**config.mk**
```make
export PLATFORM = sky130hd
export DESIGN_NAME = vector_terminal_command_decoder
export DESIGN_NICKNAME = d
export VERILOG_FILES = /design/src/design/vtcd_pkg.sv /design/src/design/vector_terminal_command_decoder.sv
export SDC_FILE = /design/constraint.sdc
export NUM_CORES = 1
export LEC_CHECK = 0
export ABC_AREA = 1
export BUFFER_PORTS_ARGS = -buffer_cell sky130_fd_sc_hd__buf_2
export CELL_PAD_IN_SITES_DETAIL_PLACEMENT = 0
export CELL_PAD_IN_SITES_GLOBAL_PLACEMENT = 1
export CORE_ASPECT_RATIO = 1.5
export CORE_MARGIN = 2
export CORE_UTILIZATION = 45
export CTS_CLUSTER_DIAMETER = 100
export DETAILED_ROUTE_END_ITERATION = 7
export GPL_ROUTABILITY_DRIVEN = 0
export PLACE_DENSITY_LB_ADDON = 0.1
export RECOVER_POWER = 100
export SYNTH_ARGS = -nofsm -noshare
export SYNTH_HDL_FRONTEND = slang
export SYNTH_SLANG_ARGS = --single-unit
export TNS_END_PERCENT = 30
```
**constraint.sdc**
```tcl
create_clock -name i_clk -period 13.1 [get_ports i_clk]
set_clock_uncertainty 0.05 [all_clocks]
set_input_delay 2.62 -clock i_clk [delete_from_list [all_inputs] [get_ports i_clk]]
set_output_delay 2.62 -clock i_clk [all_outputs]
set_load 0.005 [all_outputs]
```
**src/design/vtcd_pkg.sv**
```systemverilog
// ----------------------------------------------------------------------------
// vtcd_pkg: shared codes and types for the vector terminal command decoder
// Control codes, command modes, result kinds and the coordinate decoders.
// ----------------------------------------------------------------------------
package vtcd_pkg;

    // Field widths of the channels
    localparam int CODE_W    = 8;
    localparam int KIND_W    = 2;
    localparam int OUT_POS_W = 12;
    localparam int CFG_W     = 8;
    localparam int PEND_W    = 3;
    localparam int NUM_ARGS  = 4;
    localparam int LONG_W    = 11;
    localparam int SHORT_W   = 6;

    // Control codes
    localparam logic [CODE_W-1:0] C_BEL = 8'o007;
    localparam logic [CODE_W-1:0] C_BS  = 8'o010;
    localparam logic [CODE_W-1:0] C_LF  = 8'o012;
    localparam logic [CODE_W-1:0] C_FF  = 8'o014;
    localparam logic [CODE_W-1:0] C_CR  = 8'o015;
    localparam logic [CODE_W-1:0] C_FS  = 8'o034;
    localparam logic [CODE_W-1:0] C_GS  = 8'o035;
    localparam logic [CODE_W-1:0] C_RS  = 8'o036;
    localparam logic [CODE_W-1:0] C_US  = 8'o037;

    // Command modes
    localparam logic [1:0] MODE_SYMBOL = 2'd0;
    localparam logic [1:0] MODE_POINT  = 2'd1;
    localparam logic [1:0] MODE_EXT    = 2'd2;
    localparam logic [1:0] MODE_SHORT  = 2'd3;

    // Argument counts armed by each mode
    localparam logic [PEND_W-1:0] ARGS_LONG  = 3'd4;
    localparam logic [PEND_W-1:0] ARGS_SHORT = 3'd2;

    // Result kinds
    localparam logic [KIND_W-1:0] KIND_CHAR   = 2'd0;
    localparam logic [KIND_W-1:0] KIND_VECTOR = 2'd1;
    localparam logic [KIND_W-1:0] KIND_CLEAR  = 2'd2;

    // Configuration register indexes
    localparam logic CFG_CHAR_ADVANCE = 1'b0;
    localparam logic CFG_LINE_STEP    = 1'b1;

    localparam logic [CFG_W-1:0] CHAR_ADVANCE_RST = 8'd13;
    localparam logic [CFG_W-1:0] LINE_STEP_RST    = 8'd28;

    // Beam home and carriage return column
    localparam int HOME_X_VAL = -485;
    localparam int HOME_Y_VAL = 450;
    localparam int CR_X_VAL   = -479;

    // Bit that marks an extended vector invisible
    localparam int INVIS_BIT = 5;

    typedef logic [CODE_W-1:0] t_byte;

    typedef struct packed {
        logic [KIND_W-1:0]           kind;
        logic [CODE_W-1:0]           glyph;
        logic signed [OUT_POS_W-1:0] from_x;
        logic signed [OUT_POS_W-1:0] from_y;
        logic signed [OUT_POS_W-1:0] to_x;
        logic signed [OUT_POS_W-1:0] to_y;
    } t_result;

    // Sign-magnitude, 10-bit magnitude: low five from bits 5:1 of the low byte
    function automatic logic signed [LONG_W-1:0] long_coord(t_byte lo_b, t_byte hi_b);
        logic [LONG_W-1:0] mag;
        mag = {1'b0, hi_b[4:0], lo_b[5:1]};
        return lo_b[0] ? -mag : mag;
    endfunction

    // Sign-magnitude, 5-bit magnitude
    function automatic logic signed [SHORT_W-1:0] short_coord(t_byte b);
        logic [SHORT_W-1:0] mag;
        mag = {1'b0, b[5:1]};
        return b[0] ? -mag : mag;
    endfunction

endpackage

```
**src/design/vector_terminal_command_decoder.sv**
```systemverilog
// A byte is held in the input register; its result is held in the output register.
// One byte per cycle unless the output stalls; the beam add and clamp are combinational.
// The input register drains whenever the output register is empty or being taken.
// Reset (synchronous, active low) clears both stages, homes the beam to (-485, 450),
// selects symbol mode and restores char_advance to 13 and line_step to 28.
// ----------------------------------------------------------------------------
// vector_terminal_command_decoder: byte stream to draw commands
// Decodes control codes, gathers argument bytes, tracks a saturating beam
// position and emits character, vector and clear commands.
// ----------------------------------------------------------------------------
module vector_terminal_command_decoder #(
    parameter int POS_WIDTH = 12
) (
    input  logic                                  i_clk,
    input  logic                                  i_rst_n,
    // configuration
    input  logic                                  i_cfg_we,
    input  logic                                  i_cfg_idx,
    input  logic [vtcd_pkg::CFG_W-1:0]            i_cfg_data,
    // command bytes
    input  logic                                  i_in_valid,
    output logic                                  o_in_stall,
    input  logic [vtcd_pkg::CODE_W-1:0]           i_code,
    // draw commands
    output logic                                  o_out_valid,
    input  logic                                  i_out_stall,
    output logic [vtcd_pkg::KIND_W-1:0]           o_kind,
    output logic [vtcd_pkg::CODE_W-1:0]           o_glyph,
    output logic signed [vtcd_pkg::OUT_POS_W-1:0] o_from_x,
    output logic signed [vtcd_pkg::OUT_POS_W-1:0] o_from_y,
    output logic signed [vtcd_pkg::OUT_POS_W-1:0] o_to_x,
    output logic signed [vtcd_pkg::OUT_POS_W-1:0] o_to_y
);

    localparam int SW = POS_WIDTH + 2;
    localparam logic signed [SW-1:0] POS_MAX = SW'((1 << (POS_WIDTH - 1)) - 1);
    localparam logic signed [SW-1:0] POS_MIN = -POS_MAX - SW'(1);
    localparam logic signed [POS_WIDTH-1:0] HOME_X = POS_WIDTH'(vtcd_pkg::HOME_X_VAL);
    localparam logic signed [POS_WIDTH-1:0] HOME_Y = POS_WIDTH'(vtcd_pkg::HOME_Y_VAL);
    localparam logic signed [POS_WIDTH-1:0] CR_X   = POS_WIDTH'(vtcd_pkg::CR_X_VAL);

    function automatic logic signed [POS_WIDTH-1:0] clamp_pos(logic signed [SW-1:0] v);
        if (v > POS_MAX) return POS_WIDTH'(POS_MAX);
        if (v < POS_MIN) return POS_WIDTH'(POS_MIN);
        return POS_WIDTH'(v);
    endfunction

    // configuration registers
    logic [vtcd_pkg::CFG_W-1:0] r_adv;
    logic [vtcd_pkg::CFG_W-1:0] r_step;

    // input stage
    logic                  r_in_vld;
    vtcd_pkg::t_byte       r_in_code;

    // decoder state
    logic [1:0]                       r_mode,  n_mode;
    logic [vtcd_pkg::PEND_W-1:0]      r_pend,  n_pend;
    vtcd_pkg::t_byte                  r_args [vtcd_pkg::NUM_ARGS];
    vtcd_pkg::t_byte                  n_args [vtcd_pkg::NUM_ARGS];
    logic signed [POS_WIDTH-1:0]      r_bx, n_bx;
    logic signed [POS_WIDTH-1:0]      r_by, n_by;

    // output stage
    logic                  r_out_vld;
    vtcd_pkg::t_result     r_out, n_out;
    logic                  n_emit;

    logic                  w_proceed;

    // datapath temporaries
    logic [vtcd_pkg::PEND_W-1:0]          w_p1;
    logic signed [SW-1:0]                 w_base_x, w_base_y, w_dx, w_dy;
    logic signed [SW-1:0]                 w_sum_x, w_sum_y;
    logic signed [POS_WIDTH-1:0]          w_cx, w_cy;
    logic                                 w_upd_x, w_upd_y, w_home, w_cr, w_vec;
    logic signed [vtcd_pkg::LONG_W-1:0]   w_lx, w_ly;
    logic signed [vtcd_pkg::SHORT_W-1:0]  w_sx, w_sy;

    assign w_proceed  = r_in_vld && (!r_out_vld || !i_out_stall);
    assign o_in_stall = r_in_vld && !w_proceed;

    always_comb begin
        w_p1 = (r_pend != '0) ? r_pend - 1'b1 : '0;
        n_args = r_args;
        if (r_pend != '0) begin
            n_args[w_p1[1:0]] = r_in_code;
        end

        w_lx = vtcd_pkg::long_coord(n_args[3], n_args[2]);
        w_ly = vtcd_pkg::long_coord(n_args[1], n_args[0]);
        w_sx = vtcd_pkg::short_coord(n_args[1]);
        w_sy = vtcd_pkg::short_coord(n_args[0]);

        n_mode   = r_mode;
        n_pend   = w_p1;
        w_base_x = SW'(r_bx);
        w_base_y = SW'(r_by);
        w_dx     = '0;
        w_dy     = '0;
        w_upd_x  = 1'b0;
        w_upd_y  = 1'b0;
        w_home   = 1'b0;
        w_cr     = 1'b0;
        w_vec    = 1'b0;
        n_emit   = 1'b0;
        n_out    = '0;

        unique case (r_in_code) inside
            vtcd_pkg::C_BEL, vtcd_pkg::C_FS: begin
                n_mode = vtcd_pkg::MODE_SYMBOL;
                n_pend = '0;
            end
            vtcd_pkg::C_BS: begin
                n_mode  = vtcd_pkg::MODE_SYMBOL;
                n_pend  = '0;
                w_dx    = -SW'(r_adv);
                w_upd_x = 1'b1;
            end
            vtcd_pkg::C_LF: begin
                n_mode  = vtcd_pkg::MODE_SYMBOL;
                n_pend  = '0;
                w_dy    = -SW'(r_step);
                w_upd_y = 1'b1;
            end
            vtcd_pkg::C_FF: begin
                n_mode     = vtcd_pkg::MODE_SYMBOL;
                n_pend     = '0;
                w_home     = 1'b1;
                n_emit     = 1'b1;
                n_out.kind = vtcd_pkg::KIND_CLEAR;
            end
            vtcd_pkg::C_CR: begin
                n_mode = vtcd_pkg::MODE_SYMBOL;
                n_pend = '0;
                w_cr   = 1'b1;
            end
            vtcd_pkg::C_GS: begin
                n_mode = vtcd_pkg::MODE_POINT;
                n_pend = vtcd_pkg::ARGS_LONG;
            end
            vtcd_pkg::C_RS: begin
                n_mode = vtcd_pkg::MODE_EXT;
                n_pend = vtcd_pkg::ARGS_LONG;
            end
            vtcd_pkg::C_US: begin
                n_mode = vtcd_pkg::MODE_SHORT;
                n_pend = vtcd_pkg::ARGS_SHORT;
            end
            default: begin
                // data byte: stored as an argument while gathering, acted on once none remain
                if (w_p1 == '0) begin
                    unique case (r_mode)
                        vtcd_pkg::MODE_SYMBOL: begin
                            n_emit      = 1'b1;
                            n_out.kind  = vtcd_pkg::KIND_CHAR;
                            n_out.glyph = r_in_code;
                            w_dx        = SW'(r_adv);
                            w_upd_x     = 1'b1;
                        end
                        vtcd_pkg::MODE_POINT: begin
                            n_pend   = vtcd_pkg::ARGS_LONG;
                            w_base_x = '0;
                            w_base_y = '0;
                            w_dx     = SW'(w_lx);
                            w_dy     = SW'(w_ly);
                            w_upd_x  = 1'b1;
                            w_upd_y  = 1'b1;
                        end
                        vtcd_pkg::MODE_EXT: begin
                            n_pend  = vtcd_pkg::ARGS_LONG;
                            w_dx    = SW'(w_lx);
                            w_dy    = SW'(w_ly);
                            w_upd_x = 1'b1;
                            w_upd_y = 1'b1;
                            w_vec   = 1'b1;
                            n_emit  = !n_args[2][vtcd_pkg::INVIS_BIT];
                        end
                        default: begin
                            n_pend  = vtcd_pkg::ARGS_SHORT;
                            w_dx    = SW'(w_sx);
                            w_dy    = SW'(w_sy);
                            w_upd_x = 1'b1;
                            w_upd_y = 1'b1;
                            w_vec   = 1'b1;
                            n_emit  = 1'b1;
                        end
                    endcase
                end
            end
        endcase

        w_sum_x = w_base_x + w_dx;
        w_sum_y = w_base_y + w_dy;
        w_cx    = clamp_pos(w_sum_x);
        w_cy    = clamp_pos(w_sum_y);

        if (w_home) begin
            n_bx = HOME_X;
        end else if (w_cr) begin
            n_bx = CR_X;
        end else if (w_upd_x) begin
            n_bx = w_cx;
        end else begin
            n_bx = r_bx;
        end

        if (w_home) begin
            n_by = HOME_Y;
        end else if (w_upd_y) begin
            n_by = w_cy;
        end else begin
            n_by = r_by;
        end

        if (w_vec) begin
            n_out.kind = vtcd_pkg::KIND_VECTOR;
            n_out.to_x = vtcd_pkg::OUT_POS_W'(w_cx);
            n_out.to_y = vtcd_pkg::OUT_POS_W'(w_cy);
        end
        if (!w_home) begin
            n_out.from_x = vtcd_pkg::OUT_POS_W'(r_bx);
            n_out.from_y = vtcd_pkg::OUT_POS_W'(r_by);
        end
    end

    always_ff @(posedge i_clk) begin
        if (!i_rst_n) begin
            r_adv  <= vtcd_pkg::CHAR_ADVANCE_RST;
            r_step <= vtcd_pkg::LINE_STEP_RST;
        end else if (i_cfg_we) begin
            unique case (i_cfg_idx)
                vtcd_pkg::CFG_CHAR_ADVANCE: r_adv  <= i_cfg_data;
                vtcd_pkg::CFG_LINE_STEP:    r_step <= i_cfg_data;
                default: ;
            endcase
        end
    end

    always_ff @(posedge i_clk) begin
        if (!i_rst_n) begin
            r_in_vld <= 1'b0;
        end else if (!o_in_stall) begin
            r_in_vld <= i_in_valid;
        end
    end

    always_ff @(posedge i_clk) begin
        if (!o_in_stall && i_in_valid) begin
            r_in_code <= i_code;
        end
    end

    always_ff @(posedge i_clk) begin
        if (!i_rst_n) begin
            r_mode <= vtcd_pkg::MODE_SYMBOL;
            r_pend <= '0;
            r_args <= '{default: '0};
            r_bx   <= HOME_X;
            r_by   <= HOME_Y;
        end else if (w_proceed) begin
            r_mode <= n_mode;
            r_pend <= n_pend;
            r_args <= n_args;
            r_bx   <= n_bx;
            r_by   <= n_by;
        end
    end

    always_ff @(posedge i_clk) begin
        if (!i_rst_n) begin
            r_out_vld <= 1'b0;
        end else if (w_proceed) begin
            r_out_vld <= n_emit;
        end else if (!i_out_stall) begin
            r_out_vld <= 1'b0;
        end
    end

    always_ff @(posedge i_clk) begin
        if (w_proceed && n_emit) begin
            r_out <= n_out;
        end
    end

    assign o_out_valid = r_out_vld;
    assign o_kind      = r_out.kind;
    assign o_glyph     = r_out.glyph;
    assign o_from_x    = r_out.from_x;
    assign o_from_y    = r_out.from_y;
    assign o_to_x      = r_out.to_x;
    assign o_to_y      = r_out.to_y;

`ifndef SYNTHESIS
    a_pend_bound: assert property (@(posedge i_clk) disable iff (!i_rst_n)
        r_pend <= vtcd_pkg::ARGS_LONG)
        else $error("pending argument count out of range");

    a_short_pend: assert property (@(posedge i_clk) disable iff (!i_rst_n)
        r_mode == vtcd_pkg::MODE_SHORT |-> r_pend <= vtcd_pkg::ARGS_SHORT)
        else $error("short mode armed more than two arguments");

    a_home_ff: assert property (@(posedge i_clk) disable iff (!i_rst_n)
        w_proceed && r_in_code == vtcd_pkg::C_FF
        |=> r_bx == HOME_X && r_by == HOME_Y && r_out_vld
            && r_out.kind == vtcd_pkg::KIND_CLEAR)
        else $error("form feed did not home the beam and clear");

    a_stall_cause: assert property (@(posedge i_clk) disable iff (!i_rst_n)
        o_in_stall |-> r_in_vld && r_out_vld && i_out_stall)
        else $error("input stalled without a blocked result");

    a_glyph_zero: assert property (@(posedge i_clk) disable iff (!i_rst_n)
        r_out_vld && r_out.kind != vtcd_pkg::KIND_CHAR |-> r_out.glyph == '0)
        else $error("glyph set on a non-character result");
`endif

endmodule
```
---- Yosys cells after proc, flatten, opt, wreduce, memory -nomap -nowiden ----
Cells that the tools add are included.
storage, ports and cells
  register bits after elaboration ......... 145
  bits in latches ......................... 0
  memory bits (writable) .................. 0
  memory bits (read-only) ................. 0
  input bits .............................. 22
  output and inout port bits .............. 60
  logic and storage cells ................. 146
  memories ................................ 0
operators by class
  add/subtract/negate cells ............... 9
  multipliers ............................. 0
  divide/modulo/power cells ............... 0
  $lt $le $gt $ge ......................... 6
  equality and inequality tests ........... 12
  shifts and indexed selects .............. 0
  mux-type cells .......................... 60
  bitwise logic cells ..................... 4
  reduce and logical (&&, ||, !) cells .... 32
operator list
  cell                                                           number
  2-to-1 mux 12 bit                                              13
  2-to-1 mux 14 bit                                              8
  case mux 14 bit (2 select lines)                               4
  bitwise mux 32 bit                                             1
  equality test 8 x 4 -> 1 bit (second input constant)           4
  equality test 8 x 5 -> 1 bit (second input constant)           4
  2-to-1 mux 30 bit                                              1
  adder 14 bit                                                   2
  > comparator 14 x 12 -> 1 bit (second input constant)          2
  less-than comparator 14 x 12 -> 1 bit (second input constant)  2
  negator 8 -> 14 bit                                            2
  OR reduction 8 bit                                             3
  2-to-1 mux 11 bit                                              2
  negator 10 -> 11 bit                                           2
  2-to-1 mux 1 bit                                               17
  demux 8 bit (select 2 bit)                                     1
  2-to-1 mux 6 bit                                               2
  negator 5 -> 6 bit                                             2
  AND reduction 2 bit                                            6
  OR reduction 11 bit                                            1
  case mux 3 bit (3 select lines)                                1
  OR reduction 9 bit                                             1
  equality test 8 x 3 -> 1 bit (second input constant)           1
  2-to-1 mux 8 bit                                               1
  23 further kinds                                               40

---- Depth between registers and ports, before layout ----
  depth after elaboration ................. 23
  depth in mapped cells ................... 38
  gate-level depth less buffers ........... 35

---- Least setup slack after synthesis ----
Ideal clock, no wire load.
  path kind ............................... input to output
  from .................................... input i_out_stall
  to ...................................... output o_in_stall
  arrival time ............................ 2.818 ns
  required time ........................... 10.430 ns
  setup slack ............................. 7.612 ns
  stages .................................. 2
  buffers on the path ..................... 0
  path through ............................ nand2_1 -> nor2_1
between the ends
  word-level cells in the longest chain between the ends .. 5
ends and longest elaborated chain
  what               line                                   source
  from (decl)        vector_terminal_command_decoder.sv:26  input logic i_out_stall,
  logical NOT 1 bit  n/a
  logical OR 1 bit   vector_terminal_command_decoder.sv:80  assign w_proceed = r_in_vld && (!r_out_vld || !i_out_stall);
  logical AND 1 bit  vector_terminal_command_decoder.sv:80
  logical NOT 1 bit  vector_terminal_command_decoder.sv:81  assign o_in_stall = r_in_vld && !w_proceed;
  logical AND 1 bit  vector_terminal_command_decoder.sv:81
  to (decl)          vector_terminal_command_decoder.sv:22  output logic o_in_stall,
No other way between the ends.

---- Worst setup path in the final report ----
  from .................................... register r_in_code[2]
  to ...................................... register r_out (netlist bit o_to_y[4]), data pin
between the ends
  word-level cells in the longest chain between the ends .. 13
  elaborated cells on any way between the ends .. 31
  those cells by class .................... 3 x add/sub; 2 x order compare; 9 x eq/ne; 15 x mux; 2 x reduce/logical
ends and longest elaborated chain
  what                                                        line                                    source
  from (decl)                                                 vector_terminal_command_decoder.sv:54   vtcd_pkg::t_byte r_in_code;
  from (signal assigned)                                      vector_terminal_command_decoder.sv:250  r_in_code <= i_code;
  bitwise mux 32 bit                                          vector_terminal_command_decoder.sv:87   n_args[w_p1[1:0]] = r_in_code;
  2-to-1 mux 30 bit                                           vector_terminal_command_decoder.sv:86   if (r_pend != '0) begin
  negator 10 -> 11 bit or negator 5 -> 6 bit (tied branches)  vtcd_pkg.sv:73, vtcd_pkg.sv:80
  2-to-1 mux 11 bit or 2-to-1 mux 6 bit (tied branches)       vtcd_pkg.sv:73, vtcd_pkg.sv:80
  case mux 14 bit (2 select lines)                            vector_terminal_command_decoder.sv:153  unique case (r_mode)
  2-to-1 mux 14 bit                                           vector_terminal_command_decoder.sv:152  if (w_p1 == '0) begin
  case mux 14 bit (2 select lines)                            vector_terminal_command_decoder.sv:109  unique case (r_in_code) inside
  adder 14 bit                                                vector_terminal_command_decoder.sv:194  w_sum_y = w_base_y + w_dy;
  less-than comparator 14 x 12 -> 1 bit                       vector_terminal_command_decoder.sv:44   if (v < POS_MIN) return POS_WIDTH'(POS_MIN);
  2-to-1 mux 1 bit (2 in series)                              vector_terminal_command_decoder.sv:44
  2-to-1 mux 12 bit                                           vector_terminal_command_decoder.sv:45   return POS_WIDTH'(v);
  2-to-1 mux 12 bit                                           vector_terminal_command_decoder.sv:44
  to (signal assigned)                                        vector_terminal_command_decoder.sv:282  r_out <= n_out;
  to (decl)                                                   vector_terminal_command_decoder.sv:66   vtcd_pkg::t_result r_out, n_out;
Several ways; a longest one is shown, not always the timed one. The select of a mux whose other input is x is not followed.
A chain may end at the register's enable or synchronous reset.

==> impl_metrics.yaml <==
clock_tree:
  clk_pin_slew_ns: 0.06
  cts-resized-gates: 0
  numCtsBuffers: 17
  ctsHtreeMaxLevel: 4
  cts.sinks: 137
  clk_path_buf_depth: 2
  cts_tree: "built"
  clock_latency_ns: 0.43
  cts_hold_buf: 0
  postCtsSetupRepairBufs: 0
  cts_root_buf: "clkbuf_16"
placed_design:
  port_buffers: 81
  dp_hpwl_mm: 18.0
  place_area_um2: 9170
finish:
  drive_gt1_share_pct: 8.94
  n_fill_cell: 2022
  stdcell_area_um2: 9670
  syn_to_final_growth_pct: 12.2
  nets: 1290
  insertedDiodeCount: 0
floorplanning:
  num_rows: 62
  ios: 82
  initial_core_util_pct: 45.5
  die_area_um2: 20300
  die_x_um: 117
  fp.coreArea_um2: 18900
  die_h_um: 173
sta:
  slew_headroom_pct: -111
  fmax_mhz: 138
  tightest_slew_ns: 3.16
  setup_violations: 0
  rsz0062_at_grt: "no"
  hold_violations: 0
  finalMaxSlewViolations: 140
  min_period_over_period_pct: 55.3
  fin_setup_tns_ns: 0
  period_needed_ns: 7.25
power_and_ir_drop:
  combPwrFrac_pct: 18.5
  p_leak_uw: 0.00457
  power_density_nw_per_um2: 124
  power_switching_uw: 353
  clkPwrFrac_pct: 40.7
  internal_power_uw: 844
  seqPwrFrac_pct: 40.8
  ir_worst_vdd_v: 0.0000553
  swShare_pct: 29.5
yosys:
  synth_seq_cells: 137
  yosys.area.top_type_share_pct: 23.0
  synth_nets: 1225
  ys_warn_count: 0
  synth_enable_flop_cells: 66
  yosysMostFrequentCell: "nand2_1"
  yosys_most_used_dff: "dfxtp_1"
  yosysTopAreaCell: "edfxtp_1"
  seq_area_frac_synth_pct: 39.5
  syn_inst: 1164
  synthTopCellsByArea: "edfxtp_1 (23%), dfxtp_1 (16%), nand2_1 (11%), inv_1 (7.8%), a21oi_1 (6.0%)"
  async_flop_share_pct: 0
  syn_avg_cell_area_um2: 7.40
  synth.distinct_cells: 51
  synth_commonest_cells: "nand2_1 (245), inv_1 (180), nor2_1 (128)"
  synthesis.area_um2: 8620
critical_path:
  worstSetupPathType: "flop to flop"
  crit_arrival_ns: 7.28
  endpoint_kind: "flop"
  start_kind: "flop"
  critPathRequiredTime_ns: 13.14
  critPathMaxFanout: 22
route:
  routed_wl_mm: 23.4
  ant_nets: 0
  remaining_drc_errors: 0
  avgRoutedWirePerCell_um: 15.6
  drt_iter0_markers: 429
  vias: 7583
  drt_first_pass_iters: 5
  vias_per_cell: 5.06
global_route:
  grt_overflow_total: 0
  grt_pass1_wl_mm: 36.9
  antenna_found_initial: 0
  grt_pass1_vias: 7216
  gr-usage-all-layers_pct: 23.7
  grt_max_degree: 59
run_status:
  failed_checks: "capacitance limit, slew limit"
  status: "finished with violations"
flow_run:
  drv_cap: 4
worst_hold_path:
  holdCritPathClass: "flop to flop"
-- kinds of logic (layout without fill, tap and decap cells) --
group | Yosys count | count (layout) | share of synthesized area (%)
fa+ha+maj | 39 | 39 | 5.84
compound gates | 254 | 254 | 17.5
buf+inv | 230 | 308 | 10.9
simple gates | 476 | 476 | 23.4
flops | 137 | 137 | 39.5
xor+xnor | 28 | 28 | 2.85
-- layout by cell type, fill, tap and decap left out, types with 37 or more instances in the layout --
master / n
o21ai_0: 68
inv_1: 179
ha_1: 37
clkbuf_1: 48
dfxtp_1: 71
nand2_1: 245
nor2_1: 128
a21oi_1: 103
buf_2: 41
nand3_1: 56
edfxtp_1: 66
-- area by class of cell --
type / count / area [um^2] / area share [%]
inverter: 187 / 702 / 7.26
sequential: 137 / 3400 / 35.2
clock buffer: 20 / 437 / 4.52
tap: 256 / 320 / 3.31
timing repair buffer: 89 / 397 / 4.10
multi-input combinational: 797 / 4260 / 44.0
clock inverter: 12 / 151 / 1.57
-- power by group through the flow --
stage                     Clock [uW]  Combinational [uW]  Sequential [uW]
after floorplan                    0                 164              494
after global placement             0                 224              496
after detailed placement           0                 224              496
after CTS                        494                 225              487
after global routing             508                 249              492
final                            487                 222              488
-- worst paths after layout --
| path | start | endpoint | slack, ns | cells past startpoint |
|---|---|---|---|---|
| worst max-delay path | r_in_code[2] | o_to_y[4] | 5.85 | 23 |
| worst min-delay path | r_by[9] | r_by[9] | 0.41 | 2 |
| worst max register to register | r_in_code[2] | o_to_y[4] | 5.85 | 23 |
| worst min register to register | r_by[9] | r_by[9] | 0.41 | 2 |
-- critical path, stage by stage (launching register included) --
cell	delay [ns]
edfxtp_1	0.54
nand2_1	0.17
inv_1	0.07
nand2_1	0.09
nor2_1	0.07
nor2_1	0.14
nand2_1	0.07
nor2_1	0.26
clkinv_1	0.11
nor2_1	0.74
nand2_1	0.59
inv_1	0.45
nor2_1	0.08
ha_1	0.37
nand2_1	0.06
o21ai_0	0.34
a21oi_1	0.17
nor2_1	0.19
nand3_1	0.09
nand2_1	0.08
xor2_1	0.14
inv_1	0.07
o21ai_0	1.72
a21oi_1	0.25
-- per-layer routing --
layer  vias to the layer above  share of wire, %  track usage (%)
li1                       3959                 -                -
met1                      3424                43             27.9
met2                       158                50             41.8
met3                        42               2.5             2.94
met4                         0               3.6             11.1
met5                         -                 0                0
-- state kept, by name (all words and copies together), names as in the netlist --
register,cells
r_adv,8
r_step,8
r_in_code,8
r_mode,2
o_to_y,12
o_out_valid,1
r_bx,12
o_glyph,8
o_to_x,12
o_from_y,12
o_from_x,12
o_kind,2
r_args,24
r_by,12
r_in_vld,1
r_pend,3
-- metrics by stage --
step	utilization, %	cells	hold slack, ns	total power [uW]	worst slack (ns)
finish	51.1	1498	0.413	1200	5.85
global placement	48.4	1466	0.401	720	7.36
floorplan	-	1164	0.390	659	7.61
CTS	51.6	1498	0.415	1210	7.33
global route	51.1	1498	0.432	1250	5.03
detailed placement	48.4	1466	0.405	720	7.39
Note: power is estimated with default switching activity, not from simulation.
